### config.mk
export PLATFORM = sky130hd
export DESIGN_NAME = oaht_ctrl
export DESIGN_NICKNAME = d
export VERILOG_FILES = /design/src/rtl/core/oaht_pkg.sv /design/src/rtl/core/oaht_ctrl.sv
export SDC_FILE = /design/constraint.sdc
export NUM_CORES = 1
export LEC_CHECK = 0
export BUFFER_PORTS_ARGS = -buffer_cell sky130_fd_sc_hd__buf_2
export CORE_AREA = 3 3 40 42
export CTS_CLUSTER_DIAMETER = 100
export DETAILED_ROUTE_END_ITERATION = 16
export DIE_AREA = 0 0 43 45
export PLACE_DENSITY = 0.8
export SYNTH_ARGS = -nofsm -noshare
export SYNTH_HDL_FRONTEND = slang
export SYNTH_SLANG_ARGS = --single-unit
export TNS_END_PERCENT = 1
### constraint.sdc
create_clock -name clk -period 2.9 [get_ports clk]
set_clock_uncertainty 0.05 [all_clocks]
set_input_delay 0.145 -clock clk [delete_from_list [all_inputs] [get_ports clk]]
set_output_delay 0.145 -clock clk [all_outputs]
set_load 0.02 [all_outputs]
### src/rtl/core/oaht_pkg.sv
// Shared types and constants for the open-address hash table unit.
// Used by the controller, the datapath and the top level; no dependencies.
package oaht_pkg;

	// Table geometry; SLOTS must be a power of two so that key mod SLOTS is a bit slice.
	localparam int SLOTS   = 256;
	localparam int IDX_W   = $clog2(SLOTS);
	localparam int CNT_W   = IDX_W + 1;
	localparam int KEY_W   = 64;
	localparam int VAL_W   = 64;
	localparam int MARK_W  = 2;
	localparam int ENTRY_W = MARK_W + KEY_W + VAL_W;

	// Request kinds
	localparam logic [1:0] KIND_INSERT = 2'd0;
	localparam logic [1:0] KIND_LOOKUP = 2'd1;
	localparam logic [1:0] KIND_REMOVE = 2'd2;
	localparam logic [1:0] KIND_CLEAR  = 2'd3;

	// Slot marks
	localparam logic [MARK_W-1:0] MARK_EMPTY = 2'd0;
	localparam logic [MARK_W-1:0] MARK_LIVE  = 2'd1;
	localparam logic [MARK_W-1:0] MARK_TOMB  = 2'd2;

	// Result codes
	localparam logic [2:0] ST_INSERTED  = 3'd0;
	localparam logic [2:0] ST_UPDATED   = 3'd1;
	localparam logic [2:0] ST_FOUND     = 3'd2;
	localparam logic [2:0] ST_NOT_FOUND = 3'd3;
	localparam logic [2:0] ST_REMOVED   = 3'd4;
	localparam logic [2:0] ST_FULL      = 3'd5;
	localparam logic [2:0] ST_CLEARED   = 3'd6;

	// Controller to datapath
	typedef struct packed {
		logic load;       // capture request, read start slot
		logic advance;    // step to next probe slot, read it
		logic rec_tomb;   // remember current slot as first tombstone
		logic wr_insert;  // write new live entry (at tombstone if one was seen)
		logic wr_update;  // overwrite value of matching live entry
		logic wr_remove;  // turn matching live entry into a tombstone
		logic clear_all;  // drop every slot
		logic result;     // a result is produced this cycle
		logic take_found; // result carries the slot's value
	} dp_cmd_t;

	// Datapath to controller
	typedef struct packed {
		logic [MARK_W-1:0] mark;  // effective mark of the slot under test
		logic              key_hit;
		logic              last_probe;
		logic              have_tomb;
		logic              saturated;
		logic              table_empty;
	} dp_stat_t;

endpackage

### src/rtl/core/oaht_ctrl.sv
// Controller of the hash table unit: accepts requests, steers the probe walk
// and registers busy, result strobe and status. Depends on oaht_pkg.
module oaht_ctrl import oaht_pkg::*; (
	input  logic       clk,
	input  logic       arst_n,
	input  logic       start,
	input  logic [1:0] kind,
	input  dp_stat_t   stat,
	output dp_cmd_t    cmd,
	output logic       busy,
	output logic       done,
	output logic [2:0] status
);

	typedef enum logic {
		S_IDLE,
		S_PROBE
	} state_t;

	state_t     state_q;
	state_t     state_nx;
	logic [1:0] op_q;
	logic       busy_q;
	logic       done_q;
	logic [2:0] status_q;
	logic [2:0] res_status;

	assign busy   = busy_q;
	assign done   = done_q;
	assign status = status_q;

	always_comb begin
		cmd        = '0;
		res_status = ST_NOT_FOUND;
		state_nx   = state_q;
		case (state_q)
			S_IDLE: begin
				if (start) begin
					case (kind)
						KIND_CLEAR: begin
							cmd.clear_all = 1'b1;
							cmd.result    = 1'b1;
							res_status    = ST_CLEARED;
						end
						KIND_INSERT: begin
							if (stat.saturated) begin
								cmd.result = 1'b1;
								res_status = ST_FULL;
							end else begin
								cmd.load = 1'b1;
								state_nx = S_PROBE;
							end
						end
						default: begin
							if (stat.table_empty) begin
								cmd.result = 1'b1;
								res_status = ST_NOT_FOUND;
							end else begin
								cmd.load = 1'b1;
								state_nx = S_PROBE;
							end
						end
					endcase
				end
			end
			S_PROBE: begin
				if (op_q == KIND_INSERT) begin
					if (stat.mark == MARK_EMPTY) begin
						cmd.wr_insert = 1'b1;
						cmd.result    = 1'b1;
						res_status    = ST_INSERTED;
					end else if (stat.mark == MARK_LIVE && stat.key_hit) begin
						cmd.wr_update = 1'b1;
						cmd.result    = 1'b1;
						res_status    = ST_UPDATED;
					end else begin
						cmd.rec_tomb = (stat.mark == MARK_TOMB) && !stat.have_tomb;
						if (stat.last_probe) begin
							cmd.result = 1'b1;
							res_status = ST_FULL;
						end else begin
							cmd.advance = 1'b1;
						end
					end
				end else begin
					if (stat.mark == MARK_EMPTY) begin
						cmd.result = 1'b1;
						res_status = ST_NOT_FOUND;
					end else if (stat.mark == MARK_LIVE && stat.key_hit) begin
						cmd.result = 1'b1;
						if (op_q == KIND_REMOVE) begin
							cmd.wr_remove = 1'b1;
							res_status    = ST_REMOVED;
						end else begin
							cmd.take_found = 1'b1;
							res_status     = ST_FOUND;
						end
					end else if (stat.last_probe) begin
						cmd.result = 1'b1;
						res_status = ST_NOT_FOUND;
					end else begin
						cmd.advance = 1'b1;
					end
				end
				if (cmd.result) begin
					state_nx = S_IDLE;
				end
			end
			default: begin
				state_nx = S_IDLE;
			end
		endcase
	end

	always_ff @(posedge clk or negedge arst_n) begin
		if (!arst_n) begin
			state_q  <= S_IDLE;
			op_q     <= KIND_INSERT;
			busy_q   <= 1'b0;
			done_q   <= 1'b0;
			status_q <= ST_INSERTED;
		end else begin
			state_q <= state_nx;
			busy_q  <= (state_nx == S_PROBE);
			done_q  <= cmd.result;
			if (cmd.load) begin
				op_q <= kind;
			end
			if (cmd.result) begin
				status_q <= res_status;
			end
		end
	end

endmodule

### Word-level counts from Yosys, hierarchy flattened

Index checks and enable logic that the tools add are counted.

| storage, ports and cells | value |
|---|---|
| flip-flop bits (word level) | 7 |
| input port bits | 12 |
| logic and storage cells | 64 |
| output and inout port bits | 14 |

| operators by class | value |
|---|---|
| muxes and demuxes | 49 |
| reductions and logical operators | 6 |
| equality and inequality tests | 4 |
| bitwise gates (word level) | 1 |

Operators by type and width:

| cell | number |
|---|---|
| $mux 3 | 10 |
| $mux 1 | 29 |
| $pmux 3 s2 | 2 |
| $pmux 1 s2 | 4 |
| $eq 2x2->1 const B | 3 |
| $logic_not 2->1 | 3 |
| $mux 2 | 3 |
| $mux 5 | 1 |
| $eq 2x1->1 const B | 1 |
| $logic_and 1x1->1 | 2 |
| $logic_not 1->1 | 1 |
| $not 1->1 | 1 |

### Logic depth before layout (Yosys ltp)

| depth | value |
|---|---|
| depth in word-level cells | 7 |
| mapped depth | 6 |
| depth with buffers taken out | 6 |

### Worst setup path before layout

Ideal clock, no wire load.

| timing path | value |
|---|---|
| path kind | reg2reg |
| start | register busy (netlist name) |
| end | register status_q[0] (netlist: status[0]) |
| data arrival time | 1,734 ps |
| path slack | 991 ps |
| cell stages (with the launch flop) | 5 |
| cell sequence | dfrtp_1 > nand2b_1 > nor4_1 > a211oi_1 > mux2_2 |

RTL lines:

| what | line | source |
|---|---|---|
| end signal, assigned | oaht_ctrl.sv:130 | `status_q <= res_status;` |
| end, declared | oaht_ctrl.sv:25 | `logic [2:0] status_q;` |

==> reports/metrics.yaml <==
synthesis:
  netlist_instances: 56
  synth_cell_types: 27
  syn_avg_cell_area_sq_um: 9.50
  syn_nets: 71
  synth_compound_area_share_pct: 11.3
  ys.flop_type: "dfrtp_1"
  synthAdderAreaFrac_pct: 7.06
  synth_top_family_by_area: "simple AND/OR/NAND/NOR gates"
  synth_edf_count: 0
  synth_xor_xnor_area_share_pct: 0
  yosysWarnings: 0
  ys_seq_area_share_pct: 32.9
  postSynth.asyncResetShare_pct: 100
  synthMuxAreaShare_pct: 11.1
  netlist_area_sq_um: 532
  ys_ff_latch: 7
  synth-simple-area-share_pct: 33.4
placed_design:
  io_buffers: 25
  gp_congestion: 0.858
  numPlacedInstances: 96
  dpl_worst_slack_ns: 1.25
  dp_hpwl_mm: 1.09
  place_area_sq_um: 676
drt:
  postRouteAntennaNets: 0
  drt_pass1_iterations: 4
  drc: 0
  post_drt_wl_per_cell_um: 13.5
  viasPerCell: 5.26
  vias: 531
  wl_mm: 1.36
  drt-initial-drc-count: 13
timing:
  tightest_slew_ns: 0.388
  period_minus_slack_ns: 1.74
  setup_tns_ns: 0
  slew_headroom_pct: 73.9
  final-setup-viol-count: 0
  hold_viol_final: 0
  hold_ws_ns: 0.121
  rsz0062_at_grt: "false"
  setup_slack_ns: 1.16
  max_freq_ghz: 0.574
  fin_crit_sh_pct: 60.1
  drv_slew: 0
pwr:
  ir_worst_vdd_mv: 0.258
  power_density_mw_per_mm2: 499
  power.leakage_nw: 0.374
  power_uw: 355
setup_path:
  rr_endpoint: "status[0]$_DFFE_PN0P_"
  rr_startpoint: "busy$_DFF_PN0_"
  crit_path_max_incr_delay_ns: 0.47
  critPathArrivalTime_ns: 1.55
  worstPathRequired_ns: 2.71
  worst-path-stages: 4
  critPathKind: "reg -> out"
  r2r_slack_ns: 1.30
  crit_path_start_kind: "register"
  r2r_cells: 4
  worstSetupEndpointType: "primary output"
  crit_path_end: "cmd[1]"
  cp_num_buf_inv: 1
  crit_start: "busy$_DFF_PN0_"
  crit_chain: "nor2b_1, nand2_1, o22ai_2, buf_2"
  crit_path_max_fanout: 10
  slowest_stage: "dfrtp_1"
  crit_family: "flip-flops"
job:
  drv_cap: 0
global_routing:
  overflow: 0
  grt_max_degree: 11
  grt_pass1_wl_mm: 2.21
  grt_use_total_pct: 16.1
  grt_antenna_before_repair: 0
  grt_pass1_vias: 473
status:
  status: "completed"
min_path:
  holdCritPathClass: "in -> reg"
  hp-start: "kind[1]"
layout:
  layout-drive-gt1-share_pct: 40.7
  final_area_sq_um: 712
  fill_cells: 125
  fin_nets: 102
  final_cells: 101
  seq_area_sq_um: 175
  n_antenna_cell: 0
  final_util_pct: 55.4
  final_cell_mix: "buf_2 (25), dfrtp_1 (7), inv_1 (6), nand2b_1 (6)"
  syn2layout_area_growth_pct: 33.9
  final_common_cell: "buf_2"
  multi_input_area_sq_um: 334
clocking:
  path_clk_slew_ns: 0.05
  h-tree-depth: 1
  insertion_delay_ns: 0.25
  tritoncts: "built"
  cts-root-buf: "clkbuf_4"
  clk_path_buf_depth: 2
  cts_buffers: 3
  cts_sinks: 7
floorplanning:
  core_sq_mm: 0.00128
  die_h_um: 45
  initial_core_util_pct: 41.4
  ios: 26
  die_width_um: 43
  die-area_sq_mm: 0.00194
  fp-row-count: 13
[state kept, by name, indices dropped and copies added, names as in the netlist]
name,flops
busy,1
done,1
status,3
op_q,2
[worst min path at each step]
stage | cells after the start | endpoint | slack, ns
after floorplan | 0 | busy$_DFF_PN0_ | -0.20
after global placement | 1 | status[1]$_DFFE_PN0P_ | -0.07
after detailed placement | 1 | status[1]$_DFFE_PN0P_ | -0.06
after CTS | 2 | op_q[1]$_DFFE_PN0P_ | 0.12
after global routing | 2 | op_q[1]$_DFFE_PN0P_ | 0.15
final | 2 | op_q[1]$_DFFE_PN0P_ | 0.12
[metal layers]
metal / routed length, um / global-route usage, % / vias up
met4: 41 / 10.8 / 0
met5: 0 / 0 / -
met2: 626 / 24.3 / 23
met3: 103 / 3.19 / 4
met1: 591 / 20.9 / 234
li1: - / - / 270
[power by group]
part           total [mW]  leakage (nW)  internal (mW)  switching (mW)
Combinational       0.123         0.277         0.0544          0.0689
Sequential          0.141        0.0823          0.118          0.0234
Clock              0.0903        0.0150         0.0526          0.0377
[cells by family after synthesis]
logic type      after synthesis
buf+inv                       6
simple gates                 27
fa+ha+maj                     3
mux                           5
compound gates                8
flops                         7
[cell usage after synthesis (all sizes together), types with 2 or more instances]
| master | count | area [sq um] |
|---|---|---|
| nor4b | 2 | 17.5 |
| nor2b | 3 | 21.3 |
| nand2 | 3 | 11.3 |
| dfrtp | 7 | 175 |
| inv | 6 | 22.5 |
| nand2b | 6 | 37.5 |
| nor2 | 3 | 11.3 |
| a21oi | 2 | 10.0 |
| nor4 | 2 | 12.5 |
| and2 | 2 | 12.5 |
| mux2 | 4 | 48.8 |
| ha | 3 | 37.5 |
[worst reg2reg max path, stage by stage (launching register included)]
cell and delay, ns:
dfrtp_1 0.47, nor2b_1 0.25, nand2_1 0.10, o22ai_2 0.25, mux2_2 0.37
[final cells by class]
class                   instances  share of cell area [%]
multi-input cells              43                    46.9
flip-flops and latches          7                    24.6
repair buffers                 26                    19.0
clock buffers                   4                    3.69
inverters                       6                    3.16
well taps                      15                    2.64
[timing repair]
item | 4_1_cts | 5_1_grt
buffers inserted | 0 | 0
resized for setup | 0 | 0
hold buffers | 1 | 0
endpoints found under the setup margin | 0 | 0
hold endpoints to repair | 7 | 0
(Power assumes the default switching activity.)
